[config.mk]
export PLATFORM = sky130hd
export DESIGN_NAME = program_sequencer_call_loop_stack
export DESIGN_NICKNAME = d
export VERILOG_FILES = /design/src/design/pscls_pkg.sv /design/src/design/pscls_call_stack.sv /design/src/design/pscls_loop_stack.sv /design/src/design/pscls_exec.sv /design/src/design/program_sequencer_call_loop_stack.sv
export SDC_FILE = /design/constraint.sdc
export NUM_CORES = 2
export LEC_CHECK = 0
export BUFFER_PORTS_ARGS = -buffer_cell sky130_fd_sc_hd__buf_2
export CORE_MARGIN = 2
export CORE_UTILIZATION = 24
export DETAILED_ROUTE_END_ITERATION = 10
export GPL_TIMING_DRIVEN = 0
export SYNTH_ARGS = -nofsm -noshare
export SYNTH_HDL_FRONTEND = slang
export SYNTH_HIERARCHICAL = 1
export SYNTH_SLANG_ARGS = --single-unit
[constraint.sdc]
create_clock -name clk -period 12.8 [get_ports clk]
set_clock_uncertainty 0.1 [all_clocks]
set_input_delay 1.28 -clock clk [delete_from_list [all_inputs] [get_ports clk]]
set_output_delay 1.28 -clock clk [all_outputs]
set_load 0.1 [all_outputs]
[src/design/pscls_pkg.sv]
`timescale 1ns / 1ps

package pscls_pkg;

  localparam int CALL_DEPTH_DEF = 16;
  localparam int LOOP_DEPTH_DEF = 8;
  localparam int LINE_BITS_DEF  = 12;

  localparam int FIELD_LINE_W = 12;
  localparam int PLEN_W       = 13;
  localparam int VALUE_W      = 32;

  typedef enum logic [2:0] {
    MODE_PLAIN      = 3'd0,
    MODE_GOTO       = 3'd1,
    MODE_CALL       = 3'd2,
    MODE_RETURN     = 3'd3,
    MODE_COUNT_LOOP = 3'd4,
    MODE_ARRAY_LOOP = 3'd5,
    MODE_LOOP_END   = 3'd6,
    MODE_INVALID    = 3'd7
  } mode_t;

  typedef enum logic [2:0] {
    ERR_NONE       = 3'd0,
    ERR_RET_EMPTY  = 3'd1,
    ERR_LOOP_EMPTY = 3'd2,
    ERR_CALL_FULL  = 3'd3,
    ERR_LOOP_FULL  = 3'd4,
    ERR_INVALID    = 3'd5
  } err_t;

  typedef struct packed {
    logic [2:0]                     mode;
    logic [FIELD_LINE_W-1:0]        target_line;
    logic signed [VALUE_W-1:0]      first_value;
    logic signed [VALUE_W-1:0]      last_value;
    logic signed [VALUE_W-1:0]      step_value;
  } in_item_t;

  typedef struct packed {
    logic [FIELD_LINE_W-1:0]        next_line;
    logic                           halted;
    logic                           stopped;
    logic [2:0]                     error_code;
    logic                           value_write;
    logic signed [VALUE_W-1:0]      loop_value;
  } out_item_t;

  typedef struct packed {
    logic signed [VALUE_W-1:0] current;
    logic signed [VALUE_W-1:0] limit;
    logic signed [VALUE_W-1:0] increment;
    logic                      over_array;
  } loop_entry_t;

  typedef struct packed {
    logic push;
    logic pop;
  } call_ctl_t;

  typedef struct packed {
    logic push;
    logic pop;
    logic update;
  } loop_ctl_t;

  typedef struct packed {
    logic empty;
    logic full;
  } stack_stat_t;

endpackage

[src/design/pscls_call_stack.sv]
`timescale 1ns / 1ps

module pscls_call_stack #(
  parameter int CALL_DEPTH = pscls_pkg::CALL_DEPTH_DEF,
  parameter int LINE_BITS  = pscls_pkg::LINE_BITS_DEF
) (
  input  logic                   clk,
  input  logic                   rst,
  input  pscls_pkg::call_ctl_t   ctl,
  input  logic [LINE_BITS-1:0]   push_line,
  output logic [LINE_BITS-1:0]   top_line,
  output pscls_pkg::stack_stat_t stat
);

  localparam int DEPTH_W = $clog2(CALL_DEPTH + 1);
  localparam int IDX_W   = (CALL_DEPTH > 1) ? $clog2(CALL_DEPTH) : 1;

  logic [DEPTH_W-1:0]   depth;
  logic [DEPTH_W-1:0]   top_pos;
  logic [LINE_BITS-1:0] lines [CALL_DEPTH];

  assign top_pos    = depth - 1'b1;
  assign top_line   = lines[top_pos[IDX_W-1:0]];
  assign stat.empty = (depth == '0);
  assign stat.full  = (depth == DEPTH_W'(CALL_DEPTH));

  always_ff @(posedge clk) begin
    if (rst) begin
      depth <= '0;
    end else if (ctl.push) begin
      depth <= depth + 1'b1;
    end else if (ctl.pop) begin
      depth <= depth - 1'b1;
    end
  end

  always_ff @(posedge clk) begin
    if (ctl.push) begin
      lines[depth[IDX_W-1:0]] <= push_line;
    end
  end

endmodule

[src/design/pscls_loop_stack.sv]
`timescale 1ns / 1ps

module pscls_loop_stack #(
  parameter int LOOP_DEPTH = pscls_pkg::LOOP_DEPTH_DEF,
  parameter int LINE_BITS  = pscls_pkg::LINE_BITS_DEF
) (
  input  logic                                   clk,
  input  logic                                   rst,
  input  pscls_pkg::loop_ctl_t                   ctl,
  input  pscls_pkg::loop_entry_t                 push_entry,
  input  logic [LINE_BITS-1:0]                   push_begin,
  input  logic signed [pscls_pkg::VALUE_W-1:0]   update_value,
  output pscls_pkg::loop_entry_t                 top_entry,
  output logic [LINE_BITS-1:0]                   top_begin,
  output pscls_pkg::stack_stat_t                 stat
);

  localparam int DEPTH_W = $clog2(LOOP_DEPTH + 1);
  localparam int IDX_W   = (LOOP_DEPTH > 1) ? $clog2(LOOP_DEPTH) : 1;

  logic [DEPTH_W-1:0]     depth;
  logic [DEPTH_W-1:0]     top_pos;
  pscls_pkg::loop_entry_t entries [LOOP_DEPTH];
  logic [LINE_BITS-1:0]   begins  [LOOP_DEPTH];

  assign top_pos    = depth - 1'b1;
  assign top_entry  = entries[top_pos[IDX_W-1:0]];
  assign top_begin  = begins[top_pos[IDX_W-1:0]];
  assign stat.empty = (depth == '0);
  assign stat.full  = (depth == DEPTH_W'(LOOP_DEPTH));

  always_ff @(posedge clk) begin
    if (rst) begin
      depth <= '0;
    end else if (ctl.push) begin
      depth <= depth + 1'b1;
    end else if (ctl.pop) begin
      depth <= depth - 1'b1;
    end
  end

  // update rewrites the running value of the innermost loop
  always_ff @(posedge clk) begin
    if (ctl.push) begin
      entries[depth[IDX_W-1:0]] <= push_entry;
      begins[depth[IDX_W-1:0]]  <= push_begin;
    end else if (ctl.update) begin
      entries[top_pos[IDX_W-1:0]].current <= update_value;
    end
  end

endmodule

[src/design/pscls_exec.sv]
`timescale 1ns / 1ps

module pscls_exec #(
  parameter int LINE_BITS = pscls_pkg::LINE_BITS_DEF
) (
  input  logic                                 active,
  input  pscls_pkg::in_item_t                  item,
  input  logic [LINE_BITS-1:0]                 line_counter,
  input  logic                                 stop_flag,
  input  logic [pscls_pkg::PLEN_W-1:0]         program_length,
  input  pscls_pkg::stack_stat_t               call_stat,
  input  logic [LINE_BITS-1:0]                 call_top_line,
  input  pscls_pkg::stack_stat_t               loop_stat,
  input  pscls_pkg::loop_entry_t               loop_top,
  input  logic [LINE_BITS-1:0]                 loop_top_begin,
  output logic [LINE_BITS-1:0]                 line_next,
  output logic                                 stop_next,
  output pscls_pkg::call_ctl_t                 call_ctl,
  output logic [LINE_BITS-1:0]                 call_push_line,
  output pscls_pkg::loop_ctl_t                 loop_ctl,
  output pscls_pkg::loop_entry_t               loop_push,
  output logic [LINE_BITS-1:0]                 loop_push_begin,
  output logic signed [pscls_pkg::VALUE_W-1:0] loop_update,
  output pscls_pkg::out_item_t                 result
);

  localparam int CMP_W = (LINE_BITS > pscls_pkg::PLEN_W) ? LINE_BITS : pscls_pkg::PLEN_W;
  localparam int OUT_W = pscls_pkg::FIELD_LINE_W;

  logic                                 run;
  logic [LINE_BITS-1:0]                 line_inc;
  logic [LINE_BITS-1:0]                 target;
  logic signed [pscls_pkg::VALUE_W-1:0] incr;
  logic signed [pscls_pkg::VALUE_W-1:0] stepped;
  logic                                 done;
  logic                                 vw;
  logic signed [pscls_pkg::VALUE_W-1:0] val;
  pscls_pkg::err_t                      err;

  assign run      = active && !stop_flag &&
                    (CMP_W'(line_counter) < CMP_W'(program_length));
  assign line_inc = line_counter + 1'b1;
  assign target   = LINE_BITS'(item.target_line);

  // loop end: array loops step by one and test before the step
  assign incr    = loop_top.over_array ? 32'sd1 : loop_top.increment;
  assign stepped = loop_top.current + incr;
  assign done    = loop_top.over_array ? (loop_top.current >= loop_top.limit)
                                       : (stepped >= loop_top.limit);

  assign call_push_line  = line_inc;
  assign loop_push_begin = line_inc;
  assign loop_update     = stepped;

  always_comb begin
    loop_push.over_array = (item.mode == pscls_pkg::MODE_ARRAY_LOOP);
    loop_push.current    = loop_push.over_array ? '0 : item.first_value;
    loop_push.limit      = item.last_value;
    loop_push.increment  = loop_push.over_array ? 32'sd1 : item.step_value;
  end

  always_comb begin
    line_next = line_counter;
    err       = pscls_pkg::ERR_NONE;
    vw        = 1'b0;
    val       = '0;
    call_ctl  = '0;
    loop_ctl  = '0;
    if (run) begin
      unique case (item.mode)
        pscls_pkg::MODE_PLAIN: begin
          line_next = line_inc;
        end
        pscls_pkg::MODE_GOTO: begin
          line_next = target;
        end
        pscls_pkg::MODE_CALL: begin
          if (call_stat.full) begin
            err = pscls_pkg::ERR_CALL_FULL;
          end else begin
            call_ctl.push = 1'b1;
            line_next     = target;
          end
        end
        pscls_pkg::MODE_RETURN: begin
          if (call_stat.empty) begin
            err = pscls_pkg::ERR_RET_EMPTY;
          end else begin
            call_ctl.pop = 1'b1;
            line_next    = call_top_line;
          end
        end
        pscls_pkg::MODE_COUNT_LOOP, pscls_pkg::MODE_ARRAY_LOOP: begin
          if (loop_stat.full) begin
            err = pscls_pkg::ERR_LOOP_FULL;
          end else begin
            loop_ctl.push = 1'b1;
            line_next     = line_inc;
            vw            = 1'b1;
            val           = loop_push.current;
          end
        end
        pscls_pkg::MODE_LOOP_END: begin
          if (loop_stat.empty) begin
            err = pscls_pkg::ERR_LOOP_EMPTY;
          end else if (done) begin
            loop_ctl.pop = 1'b1;
            line_next    = line_inc;
          end else begin
            loop_ctl.update = 1'b1;
            line_next       = loop_top_begin;
            vw              = 1'b1;
            val             = stepped;
          end
        end
        default: begin
          err = pscls_pkg::ERR_INVALID;
        end
      endcase
    end
  end

  assign stop_next = stop_flag || (err != pscls_pkg::ERR_NONE);

  always_comb begin
    result.next_line   = OUT_W'(line_next);
    result.halted      = (CMP_W'(line_next) >= CMP_W'(program_length));
    result.stopped     = stop_next;
    result.error_code  = err;
    result.value_write = vw;
    result.loop_value  = val;
  end

endmodule

[src/design/program_sequencer_call_loop_stack.sv]
`timescale 1ns / 1ps
// Path: input register, then execute into the result register once free or draining.
// Throughput: one item per cycle while rsp_stall is low; the loop-end add and signed
//   compare on the loop stack top, plus the stack top read, close in the execute stage.
// Reset: synchronous on rst; clears counter, stop flag, stack depths, program_length
//   and both valid bits. Stack contents are not cleared; no clearing pass.

module program_sequencer_call_loop_stack #(
  parameter int CALL_DEPTH = pscls_pkg::CALL_DEPTH_DEF,
  parameter int LOOP_DEPTH = pscls_pkg::LOOP_DEPTH_DEF,
  parameter int LINE_BITS  = pscls_pkg::LINE_BITS_DEF
) (
  input  logic                         clk,
  input  logic                         rst,
  // command items, one per executed line
  input  logic                         cmd_valid,
  output logic                         cmd_stall,
  input  pscls_pkg::in_item_t          cmd,
  // result items
  output logic                         rsp_valid,
  input  logic                         rsp_stall,
  output pscls_pkg::out_item_t         rsp,
  // program_length write port
  input  logic                         cfg_valid,
  output logic                         cfg_ready,
  input  logic [pscls_pkg::PLEN_W-1:0] cfg_data
);

  // input register
  logic                                 ireg_valid;
  pscls_pkg::in_item_t                  ireg;

  // architectural state
  logic [LINE_BITS-1:0]                 line_counter;
  logic                                 stop_flag;
  logic [pscls_pkg::PLEN_W-1:0]         program_length;

  // execute-stage wiring
  logic                                 fire;
  logic [LINE_BITS-1:0]                 line_next;
  logic                                 stop_next;
  pscls_pkg::call_ctl_t                 call_ctl;
  pscls_pkg::stack_stat_t               call_stat;
  logic [LINE_BITS-1:0]                 call_push_line;
  logic [LINE_BITS-1:0]                 call_top_line;
  pscls_pkg::loop_ctl_t                 loop_ctl;
  pscls_pkg::stack_stat_t               loop_stat;
  pscls_pkg::loop_entry_t               loop_push;
  pscls_pkg::loop_entry_t               loop_top;
  logic [LINE_BITS-1:0]                 loop_push_begin;
  logic [LINE_BITS-1:0]                 loop_top_begin;
  logic signed [pscls_pkg::VALUE_W-1:0] loop_update;
  pscls_pkg::out_item_t                 result;

  // The held item executes whenever the result register is free or being drained.
  // All state (counter, stop flag, stacks) commits on that same edge, so the next
  // item in the input register already sees it.
  assign fire      = ireg_valid && (!rsp_valid || !rsp_stall);
  assign cmd_stall = ireg_valid && !fire;
  assign cfg_ready = 1'b1;

  always_ff @(posedge clk) begin
    if (rst) begin
      ireg_valid     <= 1'b0;
      rsp_valid      <= 1'b0;
      line_counter   <= '0;
      stop_flag      <= 1'b0;
      program_length <= '0;
    end else begin
      if (!cmd_stall) begin
        ireg_valid <= cmd_valid;
      end
      if (fire) begin
        rsp_valid    <= 1'b1;
        line_counter <= line_next;
        stop_flag    <= stop_next;
      end else if (!rsp_stall) begin
        rsp_valid <= 1'b0;
      end
      if (cfg_valid && cfg_ready) begin
        program_length <= cfg_data;
      end
    end
  end

  // payload registers, no reset
  always_ff @(posedge clk) begin
    if (cmd_valid && !cmd_stall) begin
      ireg <= cmd;
    end
    if (fire) begin
      rsp <= result;
    end
  end

  // return-line stack
  pscls_call_stack #(
    .CALL_DEPTH (CALL_DEPTH),
    .LINE_BITS  (LINE_BITS)
  ) u_call_stack (
    .clk       (clk),
    .rst       (rst),
    .ctl       (call_ctl),
    .push_line (call_push_line),
    .top_line  (call_top_line),
    .stat      (call_stat)
  );

  // loop-entry stack
  pscls_loop_stack #(
    .LOOP_DEPTH (LOOP_DEPTH),
    .LINE_BITS  (LINE_BITS)
  ) u_loop_stack (
    .clk          (clk),
    .rst          (rst),
    .ctl          (loop_ctl),
    .push_entry   (loop_push),
    .push_begin   (loop_push_begin),
    .update_value (loop_update),
    .top_entry    (loop_top),
    .top_begin    (loop_top_begin),
    .stat         (loop_stat)
  );

  // decode and next-state logic; stack controls are gated by fire inside
  pscls_exec #(
    .LINE_BITS (LINE_BITS)
  ) u_exec (
    .active          (fire),
    .item            (ireg),
    .line_counter    (line_counter),
    .stop_flag       (stop_flag),
    .program_length  (program_length),
    .call_stat       (call_stat),
    .call_top_line   (call_top_line),
    .loop_stat       (loop_stat),
    .loop_top        (loop_top),
    .loop_top_begin  (loop_top_begin),
    .line_next       (line_next),
    .stop_next       (stop_next),
    .call_ctl        (call_ctl),
    .call_push_line  (call_push_line),
    .loop_ctl        (loop_ctl),
    .loop_push       (loop_push),
    .loop_push_begin (loop_push_begin),
    .loop_update     (loop_update),
    .result          (result)
  );

endmodule

-- Word level (Yosys, flattened, before mapping)
Memory sizes are Yosys's and may differ from the RTL's.
Cells that the tools add are included.
W data, S select, Z words.
- register bits: 198
- memories kept: 3
- word-level logic and storage cells: 112
- RAM bits: 1064
- $lt $le $gt $ge: 4
- add/subtract/negate cells: 6
- equality and inequality tests: 9
- multiplexer cells: 51
- reductions and logical operators: 21
- memory list (memory ; words ; bits a word ; read ports ; clocked after memory_dff ; wr ports ; RTL line ; RTL):
    u_loop_stack.entries ; 8 ; 97 ; 1 ; 0 ; 1 ; pscls_loop_stack.sv:23 ; pscls_pkg::loop_entry_t entries [LOOP_DEPTH];
    u_call_stack.lines ; 16 ; 12 ; 1 ; 0 ; 1 ; pscls_call_stack.sv:20 ; logic [LINE_BITS-1:0] lines [CALL_DEPTH];
    u_loop_stack.begins ; 8 ; 12 ; 1 ; 0 ; 1 ; pscls_loop_stack.sv:24 ; logic [LINE_BITS-1:0] begins [LOOP_DEPTH];
- operator list (operator ; count):
    $mux W32 ; 6
    $mux W97 ; 1
    $reduce_or A97 Y1 ; 1
    $mux W12 ; 6
    $pmux W12 S6 ; 1
    $ge A32 B32 Y1 ; 2
    $pmux W32 S2 ; 1
    $add A32 B32 Y32 ; 1
    $mux W1 ; 20
    $pmux W3 S5 ; 1
    $ge A12 B13 Y1 ; 1
    $lt A12 B13 Y1 ; 1
    $add A12 B1 Y12 const B ; 1
    $mux W2 ; 6
    $mux W3 ; 4
    $mux W5 ; 2
    $eq A3 B3 Y1 const B ; 3
    $mux W4 ; 2
    $eq A3 B2 Y1 const B ; 2
    $add A5 B1 Y5 const B ; 1
    $eq A5 B5 Y1 const B ; 1
    $logic_and A1 B1 Y1 ; 5
    $logic_not A1 Y1 ; 5
    $logic_not A5 Y1 ; 1
    13 further kinds ; 16

-- Longest topological paths before layout
An unclocked memory read counts as a cell.
- depth in word-level cells: 15
- mapped depth: 42
- depth with buffers taken out: 36

-- Hierarchy
Netlist, hierarchy kept.
- modules (own cells, without submodules) (module ; area each (µm²) ; instances ; cells an instance):
    pscls_loop_stack ; 34038.9 ; 1 ; 1511
    pscls_call_stack ; 7895.1 ; 1 ; 367
    pscls_exec ; 6261.0 ; 1 ; 920
    program_sequencer_call_loop_stack ; 5977.0 ; 1 ; 271

-- Worst setup path after synthesis
Ideal clock, no wire load.
- path type: reg-to-reg
- from: register u_loop_stack.depth[0]
- to: memory u_loop_stack/entries[2][0] in the netlist's numbering (enable)
- cell stages (with the launch flop): 33
- arrival time: 10058 ps
- period minus slack after synthesis: 10646 ps
- library setup time: 489 ps
- slack: 2154 ps
- path through: dfxtp_1 > buf_6 > buf_2 > inv_2 > ha_1 > buf_2 > buf_2 > buf_1 > mux4_2 > mux2_2 > nor2b_1 > ha_1 > buf_2 > and3_4 > nand3_1 > or4_4 > a31oi_4 > a211oi_2 > o21a_2 > mux2i_1 > a2111oi_2 > ha_1 > nand4_1 > nor3_1 > a2111o_1 > or3_1 > nand3_1 > nand2_1 > nor2_1 > or3b_1 > a2bb2oi_1 > o22a_1 > nor2_1
- RTL lines (what ; RTL line ; RTL):
    start: declaration ; pscls_loop_stack.sv:21 ; logic [DEPTH_W-1:0] depth;
    start signal: assignment ; pscls_loop_stack.sv:36 ; depth <= depth + 1'b1;
    start signal: assignment ; pscls_loop_stack.sv:38 ; depth <= depth - 1'b1;
    end: declaration ; pscls_loop_stack.sv:23 ;

==> summary.txt <==
Run status
  – Outcome: finished, final reports clean

Timing
  – Final Max Slew Viols: 0
  – RSZ-0062 raised after global routing: no
  – Peak Freq: 82.73 MHz
  – # setup viols final: 0
  – Final critical-path setup slack: 0.7130 ns
  – Total negative slack for setup checks: 0 ns
  – Worst-case headroom to the max-slew limit: 0.07315
  – Number of hold violations in the final report: 0
  – Actual slew at the worst max-slew pin: 1.380 ns
  – Minimum period implied by the final worst setup slack: 12.09 ns
  – Part of the cycle the worst path needs: 0.9443

Job
  – Number of violations of the max-capacitance limit: 0

Setup path
  – Critical path launch point type: register
  – Crit path max-delay cell type: sky130_fd_sc_hd__nor2_4
  – Worst Reg-to-Reg Cells: 34
  – Critical path endpoint category: register
  – Type of the worst setup path: reg2reg
  – Cell mode on critical path: sky130_fd_sc_hd__buf_2
  – CP Max Fanout: 17
  – Slack of the worst reg-to-reg path: 0.71 ns
  – Worst reg2reg path startpoint: u_loop_stack/depth[0]
  – Data arrival time at the worst-slack endpoint: 12.45 ns
  – Endpoint required time on the critical path: 13.16 ns
  – Crit Reg-Reg Endpoint: u_loop_stack/entries[3][68]
  – Crit path largest cell delay: 0.77 ns

Logic synthesis
  – Post-Syn Area: 54,170 sq um
  – Total of warnings raised by yosys: 6
  – Nets in the synthesized netlist: 3,324
  – Largest cells by area after synthesis: sky130_fd_sc_hd__edfxtp_1 68%, sky130_fd_sc_hd__mux4_2 10%, sky130_fd_sc_hd__ha_1 2.9%
  – Proportion of synthesized chip area in sequential cells: 0.6927
  – Count of flip-flops with a built-in enable after synthesis: 1,225
  – Synthesized flop and latch total: 1,262
  – Primary FF master, synth: sky130_fd_sc_hd__edfxtp_1
  – Yosys top cell by area: sky130_fd_sc_hd__edfxtp_1
  – Post-synthesis average cell area: 17.65 sq um
  – Number of distinct library cells after synthesis: 86
  – Area share of the largest cell type after synthesis: 0.6790
  – Count of mapped cells out of synthesis: 3,069
  – Asr flop ratio synth: 0

Power
  – Logic pwr share: 0.057
  – Internal Power: 0.006935 W
  – Switching power: 0.002077 W
  – Largest vdd supply drop: 0.08575 mV
  – Switching power share of the total: 0.2305
  – Leakage Power: 21.56 nW
  – Clk network pwr share: 0.434
  – Register share of total power: 0.509
  – Power per cell area: 139.6 nW/um^2
  – Power after layout: 0.009012 W

Detailed routing
  – DR DRC count: 0
  – Drt first pass iters: 7
  – Total routed wirelength: 149.0 mm
  – Routed length per instance: 22.72 um
  – DR vias: 29.55k
  – Post-DRT Antenna Nets: 0
  – First DRT Iteration DRCs: 3,060
  – Vias per cell: 4.507

Finish
  – Share of layout cells above drive strength 1: 0.2794
  – Non-filler instance count after layout: 6,556
  – Number of inserted filler cells in the final layout: 22.25k
  – Final net count: 3,706
  – Area growth, synth to finish: 19.15%

GRT
  – GRT Residual Overflow: 0
  – Antenna violations before repair: 13
  – Overall global routing resource usage: 0.1271
  – First-pass GRT wire length: 212.1 mm
  – Maximum number of pins on one net before global-route repair: 61
  – Vias in the first global route: 29.78k

Floorplan
  – Number of top-level design ports: 182
  – Floorplan die area: 229,500 sq um
  – Area of the core: 224,700 sq um
  – Die height: 479.1 um
  – Initial Util: 0.2411
  – FP Rows: 174
  – Floorplan die width: 479.1 um

Clock tree
  – Number of buffers created by CTS: 137
  – Root Buffer: sky130_fd_sc_hd__clkbuf_16
  – Deepest clock path buffer count: 3
  – Clk sink count: 1,262
  – Number of buffers inserted for hold repair after clock tree synthesis: 0
  – TritonCTS clock tree: done
  – Clock-pin slew on the worst setup and hold paths: 0.06 ns
  – CTS HTree Levels: 4
  – Source-to-sink clock delay at the later pin of the worst-skew pair: 0.79 ns

Worst hold path
  – Worst Hold Endpoint: stop_flag
  – Hold depth: 2
  – Class of the most critical hold timing path: reg2reg
  – Start point of the worst min-delay path: stop_flag

Placement
  – Number of buffers inserted by port buffering: 179
  – Final Wtd Congestion: 0.9112
  – Placed Cells incl. Taps: 6,299
  – Post-placement worst setup slack: 0.5714 ns
  – DP HPWL: 105.3 mm
[routing by layer]
layer	up-vias	GRT usage	share of wire
li1	12860	-	-
met4	6	0.04458	0.033
met2	1129	0.2013	0.46
met1	15290	0.1746	0.43
met5	-	0	0.00025
met3	266	0.02270	0.068
[synth_stat cells (5+ instances only)]
library cell,count
sky130_fd_sc_hd__mux4_1,24
sky130_fd_sc_hd__mux2i_1,45
sky130_fd_sc_hd__o31a_1,5
sky130_fd_sc_hd__buf_6,26
sky130_fd_sc_hd__and2_1,133
sky130_fd_sc_hd__and3_1,12
sky130_fd_sc_hd__o211ai_1,7
sky130_fd_sc_hd__nand2_1,170
sky130_fd_sc_hd__dfxtp_1,37
sky130_fd_sc_hd__nor2b_1,52
sky130_fd_sc_hd__ha_1,125
sky130_fd_sc_hd__nand3_1,44
sky130_fd_sc_hd__o21ai_0,21
sky130_fd_sc_hd__buf_4,65
sky130_fd_sc_hd__edfxtp_1,1225
sky130_fd_sc_hd__o21a_1,10
sky130_fd_sc_hd__mux4_2,242
sky130_fd_sc_hd__xor2_1,10
sky130_fd_sc_hd__nand4_1,16
sky130_fd_sc_hd__a222oi_1,9
sky130_fd_sc_hd__a211oi_1,27
sky130_fd_sc_hd__o21ai_1,16
sky130_fd_sc_hd__clkbuf_1,53
sky130_fd_sc_hd__nor3_1,21
sky130_fd_sc_hd__mux2_2,109
sky130_fd_sc_hd__xnor2_1,29
sky130_fd_sc_hd__a31oi_1,7
sky130_fd_sc_hd__buf_2,49
sky130_fd_sc_hd__o21bai_1,7
sky130_fd_sc_hd__o22ai_1,7
sky130_fd_sc_hd__or3_1,5
sky130_fd_sc_hd__inv_1,73
sky130_fd_sc_hd__nor2_1,119
sky130_fd_sc_hd__a22oi_1,20
sky130_fd_sc_hd__a21o_1,22
sky130_fd_sc_hd__a21oi_1,92
sky130_fd_sc_hd__nand2b_1,41
[cells in the final DEF (no fill, tap or decap), types with 22 or more instances in the layout]
master,netlist,final
sky130_fd_sc_hd__nor2b_1,52,52
sky130_fd_sc_hd__clkinv_1,0,27
sky130_fd_sc_hd__clkbuf_1,53,78
sky130_fd_sc_hd__and2_1,133,133
sky130_fd_sc_hd__clkbuf_16,0,137
sky130_fd_sc_hd__nand2b_1,41,41
sky130_fd_sc_hd__buf_12,4,29
sky130_fd_sc_hd__a21o_1,22,22
sky130_fd_sc_hd__nand2_1,170,170
sky130_fd_sc_hd__buf_6,26,44
sky130_fd_sc_hd__buf_4,65,70
sky130_fd_sc_hd__a21oi_1,92,91
sky130_fd_sc_hd__edfxtp_1,1225,1225
sky130_fd_sc_hd__buf_2,49,228
sky130_fd_sc_hd__ha_1,125,125
sky130_fd_sc_hd__nor2_1,119,98
sky130_fd_sc_hd__nand3_1,44,44
sky130_fd_sc_hd__inv_1,73,73
sky130_fd_sc_hd__mux4_2,242,242
sky130_fd_sc_hd__mux2_2,109,109
sky130_fd_sc_hd__mux4_1,24,24
sky130_fd_sc_hd__mux2i_1,45,45
sky130_fd_sc_hd__dfxtp_1,37,37
sky130_fd_sc_hd__a211oi_1,27,27
[stage by stage]
step                instance area, sq um  utilization  hold slack (ns)
detailed placement                 60040       0.2672           0.3824
floorplan                          54170            -           0.3569
global placement                   58810       0.2618           0.3721
finish                             64550       0.2873           0.3869
CTS                                64460       0.2869           0.3911
global route                       64540       0.2873           0.4350
[how the worst max path moves through the flow]
stage	depth (start not counted)	from	end
floorplan	32	u_loop_stack/depth[0]	u_loop_stack/entries[2][0]
global placement	35	u_loop_stack/depth[0]	u_loop_stack/entries[6][38]
detailed placement	34	u_loop_stack/depth[0]	u_loop_stack/begins[3][2]
CTS	34	u_loop_stack/depth[0]	u_loop_stack/begins[3][10]
global route	37	u_loop_stack/depth[0]	u_loop_stack/entries[6][34]
finish	34	u_loop_stack/depth[0]	u_loop_stack/entries[3][68]
[cell type report]
type / count / area (sq um) / area share
antenna: 3 / 7.507 / 0.0001163
buffer: 201 / 1333 / 0.02064
clock buffer: 163 / 3526 / 0.05463
clock inverter: 86 / 899.6 / 0.01394
inverter: 77 / 289.0 / 0.004478
multi-input combinational: 1529 / 15260 / 0.2364
sequential: 1262 / 37530 / 0.5814
tap: 2992 / 3744 / 0.05800
timing repair buffer: 243 / 1964 / 0.03043
[cell families after synthesis]
logic type	share of synthesized area
compound gates	0.03818
xor+xnor	0.006906
fa+ha+maj	0.02924
buf+inv	0.02991
flops	0.6927
mux	0.1432
other cells	0.00006922
simple gates	0.05975
[power groups by stage]
stage	logic [W]	registers, W	clock network, W
after floorplan	0.000290	0.00471	0
after global placement	0.000495	0.00469	0
after detailed placement	0.000510	0.00468	0
after CTS	0.000512	0.00459	0.00402
after global routing	0.000552	0.00459	0.00417
final	0.000512	0.00459	0.00391
[flip-flops by register name, summed over array words and instances, names as in the netlist]
name / count
line_counter: 12
program_length: 13
rsp_valid: 1
u_call_stack/lines: 192
stop_flag: 1
u_loop_stack/depth: 4
u_call_stack/depth: 5
rsp: 50
u_loop_stack/entries: 776
ireg: 111
ireg_valid: 1
u_loop_stack/begins: 96
[what timing repair did]
action                                 4_1_cts  5_1_grt
gates resized for setup                      0        2
setup buffers                                0        4
setup endpoints to repair                    0       69
endpoints found under the hold margin        0        0
[critical path: cells and delay by family (launching register included)]
family	cells	cell delay (ns)
and+or+nand+nor	12	3.89
buffers and inverters	9	3.10
AOI/OAI and AO/OA	7	2.37
muxes	3	0.94
adders and majority gates	3	0.93
DFF	1	0.35
Note: power is estimated with default switching activity, not from simulation.
